$ cat config.mk
export PLATFORM = sky130hd
export DESIGN_NAME = egbr_zscan
export DESIGN_NICKNAME = d
export VERILOG_FILES = /design/src/rtl/egbr_pkg.sv /design/src/rtl/egbr_zscan.sv
export SDC_FILE = /design/constraint.sdc
export NUM_CORES = 1
export LEC_CHECK = 0
export BUFFER_PORTS_ARGS = -buffer_cell sky130_fd_sc_hd__buf_2
export CORE_MARGIN = 2
export CORE_UTILIZATION = 40
export CTS_CLUSTER_DIAMETER = 150
export CTS_CLUSTER_SIZE = 25
export DETAILED_ROUTE_END_ITERATION = 16
export PLACE_DENSITY = 0.68
export REMOVE_ABC_BUFFERS = 1
export SLEW_MARGIN = 0
export SYNTH_ARGS = -nofsm -noshare
export SYNTH_HDL_FRONTEND = slang
export SYNTH_SLANG_ARGS = --single-unit
export TNS_END_PERCENT = 20
$ cat constraint.sdc
create_clock -name clk -period 4.1 [get_ports clk]
set_input_delay 0.82 -clock clk [delete_from_list [all_inputs] [get_ports clk]]
set_output_delay 0.82 -clock clk [all_outputs]
set_load 0.01 [all_outputs]
$ cat src/rtl/egbr_pkg.sv
// ----------------------------------------------------------------------------
// egbr_pkg
// Shared types and constants of the Exp-Golomb bitstream reader.
// ----------------------------------------------------------------------------
package egbr_pkg;

  localparam logic [2:0] OP_RESTART = 3'd0;
  localparam logic [2:0] OP_APPEND  = 3'd1;
  localparam logic [2:0] OP_FIXED   = 3'd2;
  localparam logic [2:0] OP_UE      = 3'd3;
  localparam logic [2:0] OP_SE      = 3'd4;

  localparam int unsigned WORD_W = 64;
  localparam int unsigned WIN_W  = 72;

  localparam logic [3:0] FIXED_BYTES = 4'd5;
  localparam logic [3:0] CODE_BYTES  = 4'd9;

  typedef struct packed {
    logic       done;
    logic       found;
    logic [4:0] lead;
  } scan_res_t;

  function automatic logic [2:0] lz8(input logic [7:0] b);
    logic [2:0] n;
    n = 3'd0;
    for (int i = 0; i < 8; i++) begin
      if (b[i]) begin
        n = 3'(7 - i);
      end
    end
    return n;
  endfunction

endpackage

$ cat src/rtl/egbr_zscan.sv
// ----------------------------------------------------------------------------
// egbr_zscan
// Leading zero scanner over a 32-bit word, one byte per cycle.
// ----------------------------------------------------------------------------
module egbr_zscan (
  input  logic                clk,
  input  logic                rst,
  input  logic                start,
  input  logic [31:0]         bits,
  output egbr_pkg::scan_res_t res
);

  logic        busy;
  logic [31:0] sreg;
  logic [4:0]  acc;

  always_ff @(posedge clk) begin
    if (rst) begin
      busy <= 1'b0;
      res  <= '0;
    end else begin
      if (start) begin
        busy     <= 1'b1;
        sreg     <= bits;
        acc      <= 5'd0;
        res.done <= 1'b0;
      end else if (busy) begin
        if (sreg[31:24] != 8'd0) begin
          busy      <= 1'b0;
          res.done  <= 1'b1;
          res.found <= 1'b1;
          res.lead  <= acc + {2'b00, egbr_pkg::lz8(sreg[31:24])};
        end else if (acc == 5'd24) begin
          busy      <= 1'b0;
          res.done  <= 1'b1;
          res.found <= 1'b0;
          res.lead  <= 5'd0;
        end else begin
          acc      <= acc + 5'd8;
          sreg     <= {sreg[23:0], 8'd0};
          res.done <= 1'b0;
        end
      end else begin
        res.done <= 1'b0;
      end
    end
  end

endmodule

==> impl_results.md, run 1 <==
* Die Span Y at 70.1 µm
* Req. time, crit path at 4.02 ns
* Status: completed
* Vias per cell at 4.91
* Vias at 1027
* Most frequent cells in the layout: buf_2 (41), edfxtp_1 (34), mux2_2 (24)
* Gr usage total at 11.6%
* Max clock buf depth at 2
* Antenna violations before repair at 0
* Sequential share of the synthesized area at 67.5%
* Max transition margin at 39.4%
* Post-CTS sizing at 0
* Rows at 24
* PortBufs at 41
* Crit Path Class: reg -> reg
* Final hold violations at 0
* VDD IR max at 0.231 mV
* Final critical-path required period at 2.53 ns
* Critical Path Source Type: flop
* Global-route wire length before repair at 4.42 mm
* Worst hold-check path type: reg -> reg
* Syn Area/Cell at 15.6 µm²
* Max frequency at 0.395 GHz
* Worst clock skew at 0.00352 ns
* Reg-to-reg slack, setup at 1.57 ns
* PD cells at 436 nW/µm²
* Synth Register Bits at 42
* Worst r2r dst: sreg[26]
* Setup TNS at 0 ns
* Final-stage net count at 192
* 1st-pass router iterations at 4
* Arrival time at the worst endpoint at 2.45 ns
* Synthesis-to-layout area growth at 22.5%
* Clk slew on worst S/H paths at 0.08 ns
* Num ports at 42
* Core Region at 4290 µm²
* Yosys top cell area share at 58.4%
* Static leakage power at 0.810 nW
* RSZ-0062 raised after global routing: false
* Synth warnings at 0
* Commonest non-fill, non-tap cell in the layout: buf_2
* Clock Latency Late Sink at 0.29 ns
* DP Cell Count at 201
* Root buffer cell: clkbuf_8
* Mapped cell area at 1750 µm²
* Wire per inst at 12.3 µm
* Worst slew pin tran at 0.907 ns
* DRT iter0 DRCs at 36
* Finish-stage setup viols at 0
* Clock Sinks at 42
* Worst Hold Path EP: res[1]
* Post-route antenna net violation count at 0
* Pin count of the biggest net entering global routing at 37
* Final Non-Filler Cells at 209
* Final wirelength at 2.58 mm
* Htree depth at 2
* GPL Wtd Cong at 0.851
* Slew Viols, Final at 0
* Crit-path max FO at 34
* Die area at 4920 µm²
* DRC viols at 0
* Cell variety after synth at 24
* Total gr overflow at 0
* Synth area leaders: edfxtp_1 (58%), mux2_2 (15%), dfxtp_1 (9.2%), and2_1 (2.9%), nor2_1 (1.7%)
* Area leader, netlist: edfxtp_1
* Tcrit/Tclk final at 61.8%
* Hold Buf Count CTS at 0
* Cts bufs inserted at 5
* Post-CTS Setup Bufs at 0
* # diodes at 0
* Hold_sp: res[1]
* Initial core utilization at 40.7%
* Number of global-route vias before repair at 1031
* Share of layout cells above drive strength 1 at 49.0%
* Hold depth at 1
* Worst setup slack after layout at 1.57 ns
* Post-synthesis cell count at 112
* Max cap viols at 0
* Worst r2r src: sreg[31]
* CTS tree: yes
* Setup WS pre-CTS at 1.41 ns
* Die Width at 70.1 µm
* Reg2Reg Depth at 4
* Crit path capture type: flop
## through the flow
stage | power, mW | instance area [µm²] | hold slack, ns | utilization, %
finish | 0.934 | 2140 | 0.476 | 49.9
global placement | 0.565 | 2010 | 0.438 | 46.8
global route | 0.969 | 2140 | 0.500 | 49.9
CTS | 0.946 | 2140 | 0.478 | 49.9
detailed placement | 0.568 | 2010 | 0.459 | 46.8
floorplan | 0.537 | 1730 | 0.468 | -
## cells in the mapped netlist (all sizes together)
library cell and n:
a2111o 1, a211oi 1, a21o 1, a21oi 4, a22o 3, and2 8
buf 2, clkbuf 2, dfxtp 8, edfxtp 34, ha 1, inv 1
mux2 24, nand2b 1, nor2 8, nor2b 2, nor3 3, nor3b 1
o21ai 3, o21ba 1, o21bai 1, or4 2
## worst max path at each step
stage | startpoint | end | slack (ns) | cells past startpoint
after detailed placement | start | sreg[1] | 1.41 | 3
final | sreg[31] | sreg[26] | 1.57 | 4
after floorplan | sreg[31] | acc[3] | 0.94 | 4
after global placement | start | sreg[7] | 1.44 | 3
after CTS | sreg[31] | sreg[12] | 1.53 | 4
after global routing | sreg[31] | sreg[6] | 1.37 | 4
## sequential cells by signal (all words and copies together), names as in the netlist
register and flops:
res 7, busy 1, acc 2, sreg 32
## power by group
part / switching [mW] / internal [mW] / leakage [nW]
Clock: 0.137 / 0.241 / 0.0658
Combinational: 0.0286 / 0.0369 / 0.366
Sequential: 0.00679 / 0.485 / 0.378
Total: 0.172 / 0.762 / 0.810
## final cells by class
cell class	instances	area [µm²]
fill	388	2150
sequential	42	1180
multi-input combinational	65	554
timing repair buffer	41	205
clock buffer	5	68.8
tap	52	65.1
clock inverter	3	63.8
inverter	1	3.75
## logic make-up after synthesis
family,Yosys count,share of synthesized area (%)
adders and majority gates,1,0.715
AOI/OAI and AO/OA,15,6.44
and+or+nand+nor,25,8.66
muxes,24,15.5
DFF,42,67.5
buffers and inverters,5,1.22
## worst max-delay path: stages (launching register included)
cell,delay (ns)
edfxtp_1,0.42
or4_4,0.59
nor3_4,0.25
a21oi_1,0.15
nor2_4,0.73
## layer usage
metal / GRT usage (%) / share of wire, % / up-vias
met2: 20.0 / 51 / 32
met1: 12.7 / 40 / 480
met5: 0 / 0 / -
met3: 4.76 / 7.3 / 6
met4: 4.49 / 1.7 / 0
li1: - / - / 509
Note: power is estimated with default switching activity, not from simulation.
==> run 2, diff against run 1 <==
Settings changed: ABC_AREA from default to 1, PLACE_DENSITY 0.68 to 0.7.
Clock period 4.1 ns to 2.25 ns, I/O delays scaled along.
==> run 2 against run 1 <==
Compared with the run above: final cell count up 37%; critical path depth up 2; synthesized cell count is 71% higher; flip-flop and latch count did not move; cell area rose by 3.6%; synthesized area up 3.2%; sequential power up 82%; register-to-register slack worse by 1.0 ns; sequential share of layout area fell by 1.9 points; routed wire length rose by 10%; count of clock-buffer cells in the layout stayed put.
==> impl_results.md, run 2 <==
* Post-route antenna net violation count at 0
* Num ports at 42
* Vias at 1263
* DRT iter0 DRCs at 44
* Vias per cell at 4.40
* Worst clock skew at 0.00652 ns
* Reg-to-reg slack, setup at 0.54 ns
* Max FFs per register at 32
* Clock Sinks at 42
* Global-route wire length before repair at 4.82 mm
* Antenna violations before repair at 0
* 1st-pass router iterations at 4
* DRC viols at 0
* Max cap viols at 0
* Crit Path Class: reg -> reg
* Placed Area at 2080 µm²
* Final Util at 50.9%
* Wire per inst at 9.90 µm
* Status: completed
* Synthesis-to-layout area growth at 22.9%
* Tcrit/Tclk final at 75.9%
* Core Region at 4350 µm²
* Sequential share of the synthesized area at 65.4%
* GPL Wtd Cong at 0.674
* Worst Hold Path EP: sreg[1]
* Final wirelength at 2.84 mm
* Final hold violations at 0
* Worst slew pin tran at 0.300 ns
* Synth area leaders: edfxtp_1 (57%), nand2_1 (20%), dfxtp_1 (8.9%), inv_1 (3.5%), a21oi_1 (1.9%)
* Final-stage net count at 270
* Synth cell count leaders: nand2_1 (98), edfxtp_1 (34), inv_1 (17)
* Most frequent cell after synthesis: nand2_1
* Post-CTS sizing at 0
* Post-synthesis cell count at 191
* Static leakage power at 1.06 nW
* Die Width at 71.2 µm
* Die Span Y at 71.2 µm
* Top Registers: sreg: 32 flops, res: 7 flops, acc: 2 flops
* CTS tree: yes
* Clk slew on worst S/H paths at 0.08 ns
* Hold depth at 3
* Req. time, crit path at 2.24 ns
* Total gr overflow at 0
* RSZ-0062 raised after global routing: false
* Syn Area/Cell at 9.45 µm²
* Clock Latency Late Sink at 0.29 ns
* Share of layout cells above drive strength 1 at 25.1%
* Post-CTS Setup Bufs at 0
* Finish-stage setup viols at 0
* Post-route design area at 2220 µm²
* Number of global-route vias before repair at 1223
* Hold Buf Count CTS at 0
* Cell variety after synth at 20
* Synth Register Bits at 42
* Worst path bufs/invs at 1
* Post-synth top flop: edfxtp_1
* Cells along the critical path: nor2_2 -> nand2_1 -> nor2_4 -> nand3_1 -> a21oi_4 -> buf_12
* # diodes at 0
* Ys async rst share at 0%
* Max frequency at 0.585 GHz
* Cts bufs inserted at 5
* Hold_sp: bits[1]
* Top reg by flops: sreg
* Critical Path Source Type: flop
* Number of synthesized flops with an enable pin at 34
* Slew Viols, Final at 0
* CP max stage cell: edfxtp_1
* Gr usage total at 12.5%
* Htree depth at 2
* Commonest non-fill, non-tap cell in the layout: nand2_1
* Max clock buf depth at 2
* Initial core utilization at 41.5%
* Arrival time at the worst endpoint at 1.70 ns
* Most frequent cells in the layout: nand2_1 (98), buf_2 (41), edfxtp_1 (34)
* Rows at 24
* Mapped cell area at 1810 µm²
* Synth warnings at 0
* Worst r2r dst: sreg[12]
* Die area at 5070 µm²
* Reg2Reg Depth at 6
* Crit path capture type: flop
* PD cells at 777 nW/µm²
* Crit-path max cell delay at 0.42 ns
* Max transition margin at 80.0%
* Area leader, netlist: edfxtp_1
* Final critical-path required period at 1.71 ns
* Root buffer cell: clkbuf_8
* PortBufs at 41
* Crit-path max FO at 34
* Worst hold-check path type: in -> reg
* VDD IR max at 0.409 mV
* Worst r2r src: sreg[28]
* Yosys top cell area share at 56.5%
* Pin count of the biggest net entering global routing at 35
* HPWL after detailed placement at 1.92 mm
* Top delay family on crit path: simple AND/OR/NAND/NOR gates
run 2: worst max path at each step:
stage | depth (start not counted) | slack, ns | from | to
after floorplan | 5 | -0.73 | sreg[28] | acc[3]
after global placement | 6 | 0.63 | sreg[31] | sreg[3]
after detailed placement | 6 | 0.54 | sreg[28] | sreg[2]
after CTS | 6 | 0.52 | sreg[28] | sreg[24]
after global routing | 6 | 0.40 | sreg[28] | sreg[27]
final | 6 | 0.54 | sreg[28] | sreg[12]
run 2: metal layers:
metal / wire length [µm] / vias to the layer above / part of all wire (%) / track usage, %
li1: - / 683 / - / -
met1: 1240 / 538 / 44 / 13.5
met2: 1410 / 35 / 49 / 21.8
met3: 128 / 7 / 4.5 / 3.56
met4: 68 / 0 / 2.4 / 6.92
met5: 0 / - / 0 / 0
run 2: layout make-up:
cell class / instances / area (µm²)
clock buffers: 5 / 68.8
fillers: 403 / 2140
multi-input cells: 124 / 529
inverters: 18 / 72.6
well taps: 52 / 65.1
flip-flops and latches: 42 / 1180
repair buffers: 43 / 233
clock inverters: 3 / 68.8
run 2: logic make-up (layout without fill, tap and decap cells):
kind of cell	Yosys count	after routing	synth area share, %
AND/OR/NAND/NOR	114	114	25.3
AO/OA/AOI/OAI	9	9	2.70
adder cells (fa/ha/maj)	1	1	0.693
flip-flops	42	42	65.4
buffers and inverters	25	69	5.89
run 2: stage by stage:
stage          total power [mW]  setup TNS [ns]  worst slack (ns)  hold slack [ns]  instances
2_1_floorplan             0.976          -24.73            -0.727            0.473        184
5_1_grt                    1.80               0             0.396            0.410        287
4_1_cts                    1.75               0             0.520            0.396        287
3_3_place_gp               1.04               0             0.625            0.445        279
6_report                   1.72               0             0.542            0.405        287
3_5_place_dp               1.04               0             0.535            0.452        279
run 2: report_power, final:
part | switching [mW] | internal (mW)
combinational | 0.0747 | 0.0538
sequential | 0.0116 | 0.880
clock | 0.258 | 0.444
run 2: worst reg2reg max path, delay by kind of cell (launching register included):
kind | cells | cell delay, ns
AND/OR/NAND/NOR | 4 | 0.57
AO/OA/AOI/OAI | 1 | 0.18
buffers and inverters | 1 | 0.22
flip-flops | 1 | 0.42
