$ cat config.mk
export PLATFORM = sky130hd
export DESIGN_NAME = egbr_window
export DESIGN_NICKNAME = d
export VERILOG_FILES = /design/src/rtl/egbr_pkg.sv /design/src/rtl/egbr_window.sv
export SDC_FILE = /design/constraint.sdc
export NUM_CORES = 1
export LEC_CHECK = 0
export ABC_CLOCK_PERIOD_IN_PS = 2000
export BUFFER_PORTS_ARGS = -buffer_cell sky130_fd_sc_hd__buf_4
export CAP_MARGIN = 20
export CORE_UTILIZATION = 30
export DETAILED_ROUTE_END_ITERATION = 12
export PLACE_DENSITY = 0.47
export SYNTH_ARGS = -nofsm -noshare
export SYNTH_HDL_FRONTEND = slang
export SYNTH_SLANG_ARGS = --single-unit
$ cat constraint.sdc
create_clock -name clk -period 2 [get_ports clk]
set_clock_uncertainty 0.05 [all_clocks]
set_input_delay 0.1 -clock clk [delete_from_list [all_inputs] [get_ports clk]]
set_output_delay 0.1 -clock clk [all_outputs]
set_load 0.01 [all_outputs]
$ cat src/rtl/egbr_pkg.sv
// ----------------------------------------------------------------------------
// egbr_pkg
// Shared types and constants of the Exp-Golomb bitstream reader.
// ----------------------------------------------------------------------------
package egbr_pkg;

  localparam logic [2:0] OP_RESTART = 3'd0;
  localparam logic [2:0] OP_APPEND  = 3'd1;
  localparam logic [2:0] OP_FIXED   = 3'd2;
  localparam logic [2:0] OP_UE      = 3'd3;
  localparam logic [2:0] OP_SE      = 3'd4;

  localparam int unsigned WORD_W = 64;
  localparam int unsigned WIN_W  = 72;

  localparam logic [3:0] FIXED_BYTES = 4'd5;
  localparam logic [3:0] CODE_BYTES  = 4'd9;

  typedef struct packed {
    logic       done;
    logic       found;
    logic [4:0] lead;
  } scan_res_t;

  function automatic logic [2:0] lz8(input logic [7:0] b);
    logic [2:0] n;
    n = 3'd0;
    for (int i = 0; i < 8; i++) begin
      if (b[i]) begin
        n = 3'(7 - i);
      end
    end
    return n;
  endfunction

endpackage

$ cat src/rtl/egbr_window.sv
// ----------------------------------------------------------------------------
// egbr_window
// Collects fetched bytes, aligns them to the bit position and masks off
// every bit past the end of the written data.
// ----------------------------------------------------------------------------
module egbr_window (
  input  logic                          clk,
  input  logic                          shift_en,
  input  logic [7:0]                    byte_in,
  input  logic                          load,
  input  logic                          fixed_mode,
  input  logic [2:0]                    offset,
  input  logic [6:0]                    vcount,
  output logic [egbr_pkg::WORD_W-1:0]   word
);

  logic [egbr_pkg::WIN_W-1:0]  window;
  logic [egbr_pkg::WIN_W-1:0]  left;
  logic [egbr_pkg::WIN_W-1:0]  shifted;
  logic [egbr_pkg::WORD_W-1:0] mask;

  always_comb begin
    left    = fixed_mode ? {window[39:0], 32'd0} : window;
    shifted = left << offset;
    mask    = ~({egbr_pkg::WORD_W{1'b1}} >> vcount);
  end

  always_ff @(posedge clk) begin
    if (shift_en) begin
      window <= {window[egbr_pkg::WIN_W-9:0], byte_in};
    end
    if (load) begin
      word <= shifted[egbr_pkg::WIN_W-1:8] & mask;
    end
  end

endmodule

==> impl_metrics.env, run 1 <==
export IMPL_hold_path_depth=1
export IMPL_yosysSeqAreaShare=0.519
export IMPL_die_h_um=164
export IMPL_fin_cells=1055
export IMPL_clock_root_buffer="clkbuf_16"
export IMPL_vdd_drop_max_mv=0.491
export IMPL_synth_cell_types=43
export IMPL_cts_sinks=136
export IMPL_grt_antenna_before_repair=0
export IMPL_p_total_uw=8340
export IMPL_fmax_mhz=499
export IMPL_hold_start="load"
export IMPL_die_area_um2=26900
export IMPL_synth_seq_cells=136
export IMPL_finalNetCount=735
export IMPL_area_growth_pct=27.3
export IMPL_drive_above_1_share=0.388
export IMPL_worstReg2RegEnd="word[39]"
export IMPL_hold_viol_final=0
export IMPL_gp_congestion=0.894
export IMPL_hold_path_end="word[53]"
export IMPL_grt_pass1_wl_um=37800
export IMPL_final_min_clock_period_ps=2000
export IMPL_relSlewSlack=0.633
export IMPL_portBuffers=85
export IMPL_place_ws_ps=-34.3
export IMPL_required_ps=2100
export IMPL_slew_violations=0
export IMPL_rsz0062_at_grt="false"
export IMPL_synth_fp_nets=596
export IMPL_syn_avg_cell_area_um2=13.7
export IMPL_cts_inserted_buffers=17
export IMPL_vias_per_cell=5.60
export IMPL_pin_count=86
export IMPL_hold_path_class="input port to flip-flop"
export IMPL_cellLeakagePower_uw=0.00373
export IMPL_fin_crit_sh=1.00
export IMPL_tightest_slew_ps=550
export IMPL_cpMostUsedCell="a211oi_1"
export IMPL_path_clk_slew_ps=60
export IMPL_grt_max_degree=47
export IMPL_htreeDepth=4
export IMPL_drt_iter0_markers=526
export IMPL_worstPathArrival_ps=2100
export IMPL_status="complete, but fails checks"
export IMPL_grt_pass1_vias=5734
export IMPL_synth_area_um2=7870
export IMPL_reg2reg_slack_ps=-3
export IMPL_clock_latency_ps=430
export IMPL_drc_errors=0
export IMPL_postSynthCellCount=574
export IMPL_cts_tree="yes"
export IMPL_routedWlPerCell_um=24.4
export IMPL_drt_wl_total_um=25800
export IMPL_num_rows=58
export IMPL_worstSetupStartpointType="flip-flop"
export IMPL_worst_slack_ps=-2.91
export IMPL_path_cells="mux4_2, and2_1, a211oi_1, a211oi_1"
export IMPL_start_util=0.309
export IMPL_num_vias=5909
export IMPL_final_common_cell="buf_4"
export IMPL_ys_warnings_count=0
export IMPL_drtAntennaViolNets=0
export IMPL_place_area_um2=9300
export IMPL_timing_critical_path_slowest_cell_delay_ps=530
export IMPL_violations="setup timing"
export IMPL_reg2reg_from="window[43]"
export IMPL_die_w_um=164
export IMPL_worst_r2r_path_depth=4
export IMPL_slowest_stage="mux4_2"
export IMPL_fp_coreArea_um2=25500
export IMPL_finalSetupViolCount=1
export IMPL_track_usage=0.197
export IMPL_antenna_cells=0
export IMPL_drt_pre_antenna_iters=7
export IMPL_grt_ovfl_total=0
export IMPL_hpwlAfterDp_um=19700
export IMPL_powerDensity_nw_per_um2=833
export IMPL_finalSetupTns_ps=-2.91
export IMPL_finalInstanceArea_um2=10000
export IMPL_crit_fanout=3
export IMPL_worstSetupPathType="flip-flop to flip-flop"
export IMPL_layout_common_cells="165 x buf_4, 136 x edfxtp_1, 58 x mux4_2"
export IMPL_maxCapViolCount=0
export IMPL_clk_path_buf_depth=2
export IMPL_cp_end_kind="flip-flop"
export IMPL_dp_cells=1011
-- synth_stat cells (all sizes together) --
cell / n / area [µm²]
and3: 8 / 50.1
nand3: 3 / 15.0
o221a: 1 / 11.3
o311a: 3 / 30.0
mux2i: 37 / 370
a31oi: 6 / 37.5
edfxtp: 136 / 4080
nand3b: 2 / 15.0
or3: 6 / 37.5
nor2b: 7 / 43.8
o211ai: 1 / 7.51
and2: 17 / 106
nand2: 23 / 86.3
a41oi: 1 / 8.76
a2bb2oi: 5 / 43.8
o32ai: 1 / 8.76
nor3b: 1 / 7.51
mux2: 9 / 101
nor4: 9 / 56.3
nor2: 52 / 195
nor3: 8 / 40.0
inv: 4 / 15.0
a2111oi: 9 / 78.8
mux4: 62 / 1420
o211a: 1 / 10.0
a21oi: 33 / 165
nand2b: 4 / 25.0
a32oi: 1 / 8.76
clkbuf: 32 / 120
a211o: 1 / 8.76
a211oi: 33 / 248
buf: 28 / 203
o21ai: 7 / 35.0
or2: 7 / 43.8
a22oi: 2 / 15.0
a221oi: 1 / 8.76
o21a: 9 / 67.6
o22a: 4 / 35.0
-- stage by stage --
step | hold slack [ps] | util
final | 70.4 | 0.393
after global routing | 70.1 | 0.393
after CTS | 64.7 | 0.392
after detailed placement | 229 | 0.365
after global placement | 231 | 0.365
after floorplan | 149 | -
-- cell type report --
type	instances	area [µm²]
Fill cell	2364	15500
Sequential cell	136	4080
Multi-Input combinational cell	374	3460
Timing Repair Buffer	180	1460
Clock buffer	17	425
Tap cell	330	413
Clock inverter	14	156
Inverter	4	15.0
-- critical path: cells and delay by family, from the launching register on --
family,cells,cell delay [ps]
flip-flops,1,460
AND/OR/NAND/NOR,1,180
AO/OA/AOI/OAI,2,500
multiplexers,1,530
-- state kept, by name, indices dropped and copies added, names as in the netlist --
register and flops:
window 72, word 64
-- report_power, final --
group	internal, µW	switching (µW)
Sequential	3400	142
Combinational	772	834
Clock	1940	1250
-- what timing repair did --
action | CTS | global route
pin swaps | 0 | 2
buffers inserted | 1 | 4
endpoints found under the setup margin | 2 | 9
resized for setup | 4 | 5
endpoints found under the hold margin | 8 | 0
hold buffers | 8 | 0
-- worst max-delay path by stage --
stage                          start  endpoint  slack [ps]
after floorplan           window[33]  word[32]         110
after global placement    window[32]  word[31]         -20
final                     window[43]  word[39]          -3
after global routing      window[43]  word[39]         0.2
after detailed placement  window[32]  word[31]         -30
after CTS                  window[6]  word[31]          -4
-- cells by family (layout without fill, tap and decap cells) --
logic type,after synthesis,in the layout,share of synthesized area
AND/OR/NAND/NOR,147,147,0.0918
AO/OA/AOI/OAI,119,119,0.105
multiplexers,108,108,0.241
buffers and inverters,64,215,0.0429
flip-flops,136,136,0.519
-- routing by layer --
metal | up-vias | GRT usage | share of wire
li1 | 2591 | - | -
met1 | 2969 | 0.276 | 0.44
met2 | 297 | 0.301 | 0.45
met3 | 52 | 0.0391 | 0.074
met4 | 0 | 0.0762 | 0.028
met5 | - | 0 | 0
Note: power is estimated with default switching activity, not from simulation.
==> inputs of run 2 (changes only) <==
Settings changed: CORE_UTILIZATION 30 to 54, HOLD_SLACK_MARGIN set to 0.03, PLACE_DENSITY 0.47 to 0.76.
==> impl_metrics.env, run 2 (synthesized netlist as in run 1, its figures left out) <==
export IMPL_num_vias=6069
export IMPL_holdWs_ps=70.5
export IMPL_switching_share=0.258
export IMPL_fmax_mhz=501
export IMPL_maxCapViolCount=0
export IMPL_clk_path_buf_depth=2
export IMPL_gp_congestion=0.981
export IMPL_required_ps=2140
export IMPL_fp_coreArea_um2=14000
export IMPL_vdd_drop_max_mv=0.583
export IMPL_cp_depth=3
export IMPL_portBuffers=85
export IMPL_cts_sinks=136
export IMPL_place_area_um2=8930
export IMPL_worstPathArrival_ps=2130
export IMPL_hpwlAfterDp_um=15400
export IMPL_drive_above_1_share=0.362
export IMPL_tightest_slew_ps=484
export IMPL_num_rows=43
export IMPL_grt_pass1_wl_um=32400
export IMPL_pin_count=86
export IMPL_grt_antenna_before_repair=0
export IMPL_path_cells="mux4_1, mux4_2, nor2b_1"
export IMPL_relSlewSlack=0.669
export IMPL_grt_pass1_vias=5551
export IMPL_start_util=0.560
export IMPL_antenna_cells=0
export IMPL_hold_path_class="input port to flip-flop"
export IMPL_crit_fanout=3
export IMPL_die_w_um=123
export IMPL_cts_inserted_buffers=17
export IMPL_grt_busiest_layer="met2"
export IMPL_reg2reg_from="window[10]"
export IMPL_timing_critical_path_slowest_cell_delay_ps=610
export IMPL_p_clk_frac=0.383
export IMPL_track_usage=0.304
export IMPL_fillers=956
export IMPL_final_common_cell="buf_4"
export IMPL_p_int_uw=6060
export IMPL_drt_wl_total_um=21700
export IMPL_p_sw_uw=2110
export IMPL_worst_r2r_path_depth=3
export IMPL_drtAntennaViolNets=0
export IMPL_finalSetupViolCount=0
export IMPL_vias_per_cell=6.89
export IMPL_crit_start="window[10]"
export IMPL_cp_end_kind="flip-flop"
export IMPL_met1_usage=0.423
export IMPL_path_clk_slew_ps=60
export IMPL_area_growth_pct=22.6
export IMPL_routedWlPerCell_um=24.6
export IMPL_place_ws_ps=-96.1
export IMPL_status="finished, final reports clean"
export IMPL_power_frac_comb=0.182
export IMPL_slew_violations=0
export IMPL_worstReg2RegEnd="word[38]"
export IMPL_finalNetCount=710
export IMPL_dp_cells=836
export IMPL_clock_latency_ps=440
export IMPL_cellLeakagePower_uw=0.00363
export IMPL_crit_family="multiplexers"
export IMPL_endpoint="word[38]"
export IMPL_p_total_uw=8170
export IMPL_fin_cells=881
export IMPL_powerDensity_nw_per_um2=847
export IMPL_cts_tree="yes"
export IMPL_path_buf_inv=0
export IMPL_layout_common_cells="139 x buf_4, 136 x edfxtp_1, 57 x mux4_2"
export IMPL_finalInstanceArea_um2=9640
export IMPL_largest_register_ffs=72
export IMPL_reg2reg_slack_ps=6
export IMPL_met3_usage=0.0948
export IMPL_die_h_um=123
export IMPL_slowest_stage="mux4_1"
export IMPL_drt_iter0_markers=1070
export IMPL_fin_crit_sh=0.997
export IMPL_hold_viol_final=0
export IMPL_grt_max_degree=64
export IMPL_power_frac_seq=0.435
export IMPL_grtUsageMet2=0.431
export IMPL_worstSetupPathType="flip-flop to flip-flop"
export IMPL_worstSetupStartpointType="flip-flop"
export IMPL_die_area_um2=15100
export IMPL_drc_errors=0
export IMPL_grt_ovfl_total=0
export IMPL_worst_slack_ps=5.81
export IMPL_clock_root_buffer="clkbuf_16"
export IMPL_final_min_clock_period_ps=1990
export IMPL_reg_top3="window: 72 flops, word: 64 flops"
export IMPL_htreeDepth=4
export IMPL_rsz0062_at_grt="false"
export IMPL_drt_pre_antenna_iters=7
export IMPL_top_register="window"
run 2: power groups by stage:
stage	combinational, µW	sequential [µW]	clock, µW
after floorplan	792	3610	0
after global placement	1390	3590	0
after detailed placement	1420	3600	0
after CTS	1440	3550	3140
after global routing	1580	3560	3260
final	1490	3550	3130
run 2: what timing repair did:
item / 4_1_cts / 5_1_grt
hold endpoints to repair: 8 / 0
hold buffers: 8 / 0
setup buffers: 0 / 5
resized for setup: 0 / 5
setup endpoints to repair: 0 / 5
run 2: worst reg2reg max path, stage by stage, from the launching register on:
cell and delay, ps:
edfxtp_1 460, mux4_1 610, mux4_2 490, nor2b_1 150
run 2: how the worst min path moves through the flow:
stage	depth (start not counted)	end	slack (ps)	start
2_1_floorplan	0	window[0]	150	byte_in[0]
3_3_place_gp	1	window[0]	230	byte_in[0]
3_5_place_dp	1	window[2]	230	byte_in[2]
4_1_cts	2	word[41]	50	vcount[3]
5_1_grt	2	word[41]	60	vcount[3]
6_report	2	word[41]	70	vcount[3]
run 2: layout make-up:
cell class,count,area (µm²),area share
flip-flops and latches,136,4080,0.424
clock inverters,15,160,0.0166
multi-input cells,374,3450,0.358
repair buffers,155,1280,0.133
well taps,180,225,0.0234
clock buffers,17,425,0.0441
inverters,4,15.0,0.00156
run 2: through the flow:
stage	util	setup TNS [ps]
final	0.687	0
after global routing	0.687	0
after CTS	0.684	0
after detailed placement	0.636	-96.1
after global placement	0.636	-1.53
after floorplan	-	0
run 2: per-layer routing:
metal	wire, µm	share of wire
met1	8290	0.38
met2	9610	0.44
met3	2830	0.13
met4	928	0.043
met5	0	0
==> inputs of run 3 (changes only) <==
Settings changed: CORE_UTILIZATION 54 to 55, CTS_BUF_LIST set to sky130_fd_sc_hd__clkbuf_4 sky130_fd_sc_hd__clkbuf_8, PLACE_DENSITY 0.76 to 0.77.
==> impl_metrics.env, run 3 (synthesized netlist as in run 1, its figures left out) <==
export IMPL_top_register="window"
export IMPL_multi_input_area_um2=3460
export IMPL_clock_root_buffer="clkbuf_8"
export IMPL_grt_busiest_layer="met2"
export IMPL_drt_pre_antenna_iters=5
export IMPL_finalNetCount=712
export IMPL_worstPathArrival_ps=2150
export IMPL_met1_usage=0.433
export IMPL_grt_antenna_before_repair=1
export IMPL_path_clk_slew_ps=80
export IMPL_grt_ovfl_total=0
export IMPL_utilization=0.685
export IMPL_htreeDepth=4
export IMPL_finalSetupTns_ps=0
export IMPL_hpwlAfterDp_um=15700
export IMPL_met3_usage=0.0847
export IMPL_vias_per_cell=6.80
export IMPL_path_cells="mux4_1, mux4_2, nor2b_1"
export IMPL_start_util=0.565
export IMPL_num_rows=43
export IMPL_cts_inserted_buffers=17
export IMPL_cts_tree="yes"
export IMPL_cp_end_kind="flip-flop"
export IMPL_fp_coreArea_um2=13900
export IMPL_reg_top3="window: 72 flops, word: 64 flops"
export IMPL_hold_path_class="input port to flip-flop"
export IMPL_cellLeakagePower_uw=0.00357
export IMPL_drc_errors=0
export IMPL_tightest_slew_ps=521
export IMPL_clock_latency_ps=460
export IMPL_worst_slack_ps=14.7
export IMPL_layout_common_cells="137 x buf_4, 136 x edfxtp_1, 57 x mux4_2"
export IMPL_gp_congestion=0.945
export IMPL_largest_register_ffs=72
export IMPL_die_h_um=122
export IMPL_vdd_drop_max_mv=0.392
export IMPL_place_ws_ps=12.0
export IMPL_portBuffers=85
export IMPL_relSlewSlack=0.644
export IMPL_final_min_clock_period_ps=1990
export IMPL_drt_wl_total_um=21800
export IMPL_path_buf_inv=0
export IMPL_slowest_stage="mux4_1"
export IMPL_fmax_mhz=504
export IMPL_worstSetupPathType="flip-flop to flip-flop"
export IMPL_drtAntennaViolNets=0
export IMPL_grt_pass1_vias=5675
export IMPL_crit_family="multiplexers"
export IMPL_crit_fanout=4
export IMPL_cts_sinks=136
export IMPL_finalSetupViolCount=0
export IMPL_clk_path_buf_depth=2
export IMPL_hold_viol_final=0
export IMPL_die_w_um=122
export IMPL_num_vias=6005
export IMPL_pin_count=86
export IMPL_area_growth_pct=21.3
export IMPL_slew_violations=0
export IMPL_fin_crit_sh=0.993
export IMPL_status="finished, final reports clean"
export IMPL_die_area_um2=14800
export IMPL_drive_above_1_share=0.361
export IMPL_ff_latch_area_um2=4080
export IMPL_required_ps=2170
export IMPL_drt_iter0_markers=1012
export IMPL_grt_max_degree=80
export IMPL_fillers=970
export IMPL_routedWlPerCell_um=24.7
export IMPL_grt_pass1_wl_um=32900
export IMPL_track_usage=0.311
export IMPL_maxCapViolCount=0
export IMPL_grtUsageMet2=0.451
export IMPL_worstSetupStartpointType="flip-flop"
export IMPL_final_common_cell="buf_4"
export IMPL_antenna_cells=0
export IMPL_powerDensity_nw_per_um2=785
export IMPL_timing_critical_path_slowest_cell_delay_ps=590
run 3: cell count changes in the layout (fill, tap and decap cells not counted), sizes merged:
cell / before / now
clkbuf: 17 / 18
dlygate4sd3: 8 / 9
bufinv: 3 / 4
clkinv: 10 / 8
buf: 147 / 148
run 3: layout make-up:
type,count,share of cell area
Sequential cell,136,0.428
Multi-Input combinational cell,374,0.362
Timing Repair Buffer,157,0.140
Clock buffer,18,0.0253
Tap cell,180,0.0236
Clock inverter,14,0.0190
Inverter,4,0.00157
run 3: worst min-delay path, stage by stage:
cell and delay, ps:
buf_4 180, nand2_1 80, a32oi_1 50
run 3: timing repair:
item,4_1_cts,5_1_grt
buffers inserted,0,4
hold buffers,9,0
endpoints found under the hold margin,30,0
endpoints found under the setup margin,0,9
resized for setup,0,6
run 3: final timing paths:
check | from | to | slack [ps] | cells past startpoint
min | vcount[5] | word[25] | 60 | 3
min reg2reg | window[43] | window[51] | 420 | 0
max reg2reg | window[12] | word[38] | 10 | 3
max | window[12] | word[38] | 10 | 3
run 3: metrics by stage:
stage / hold WS, ps / cells / power (µW) / cell area, µm²
after global routing: 65.2 / 883 / 7720 / 9540
after CTS: 32.1 / 879 / 7460 / 9500
after global placement: 229 / 838 / 5000 / 8990
after detailed placement: 230 / 838 / 5040 / 8990
after floorplan: 149 / 574 / 4400 / 7870
final: 56.4 / 883 / 7490 / 9540
run 3: power breakdown:
group | leakage [µW] | total, µW | internal [µW] | switching (µW)
clock network | 0.000206 | 2440 | 1350 | 1080
registers | 0.00135 | 3550 | 3400 | 147
logic | 0.00202 | 1500 | 733 | 767
total | 0.00357 | 7490 | 5490 | 2000
run 3: routing by layer:
metal | part of all wire | wire [µm] | up-vias
met2 | 0.45 | 9860 | 496
met3 | 0.13 | 2770 | 75
met1 | 0.38 | 8300 | 2884
li1 | - | - | 2548
met4 | 0.041 | 884 | 2
met5 | 0.00060 | 13 | -
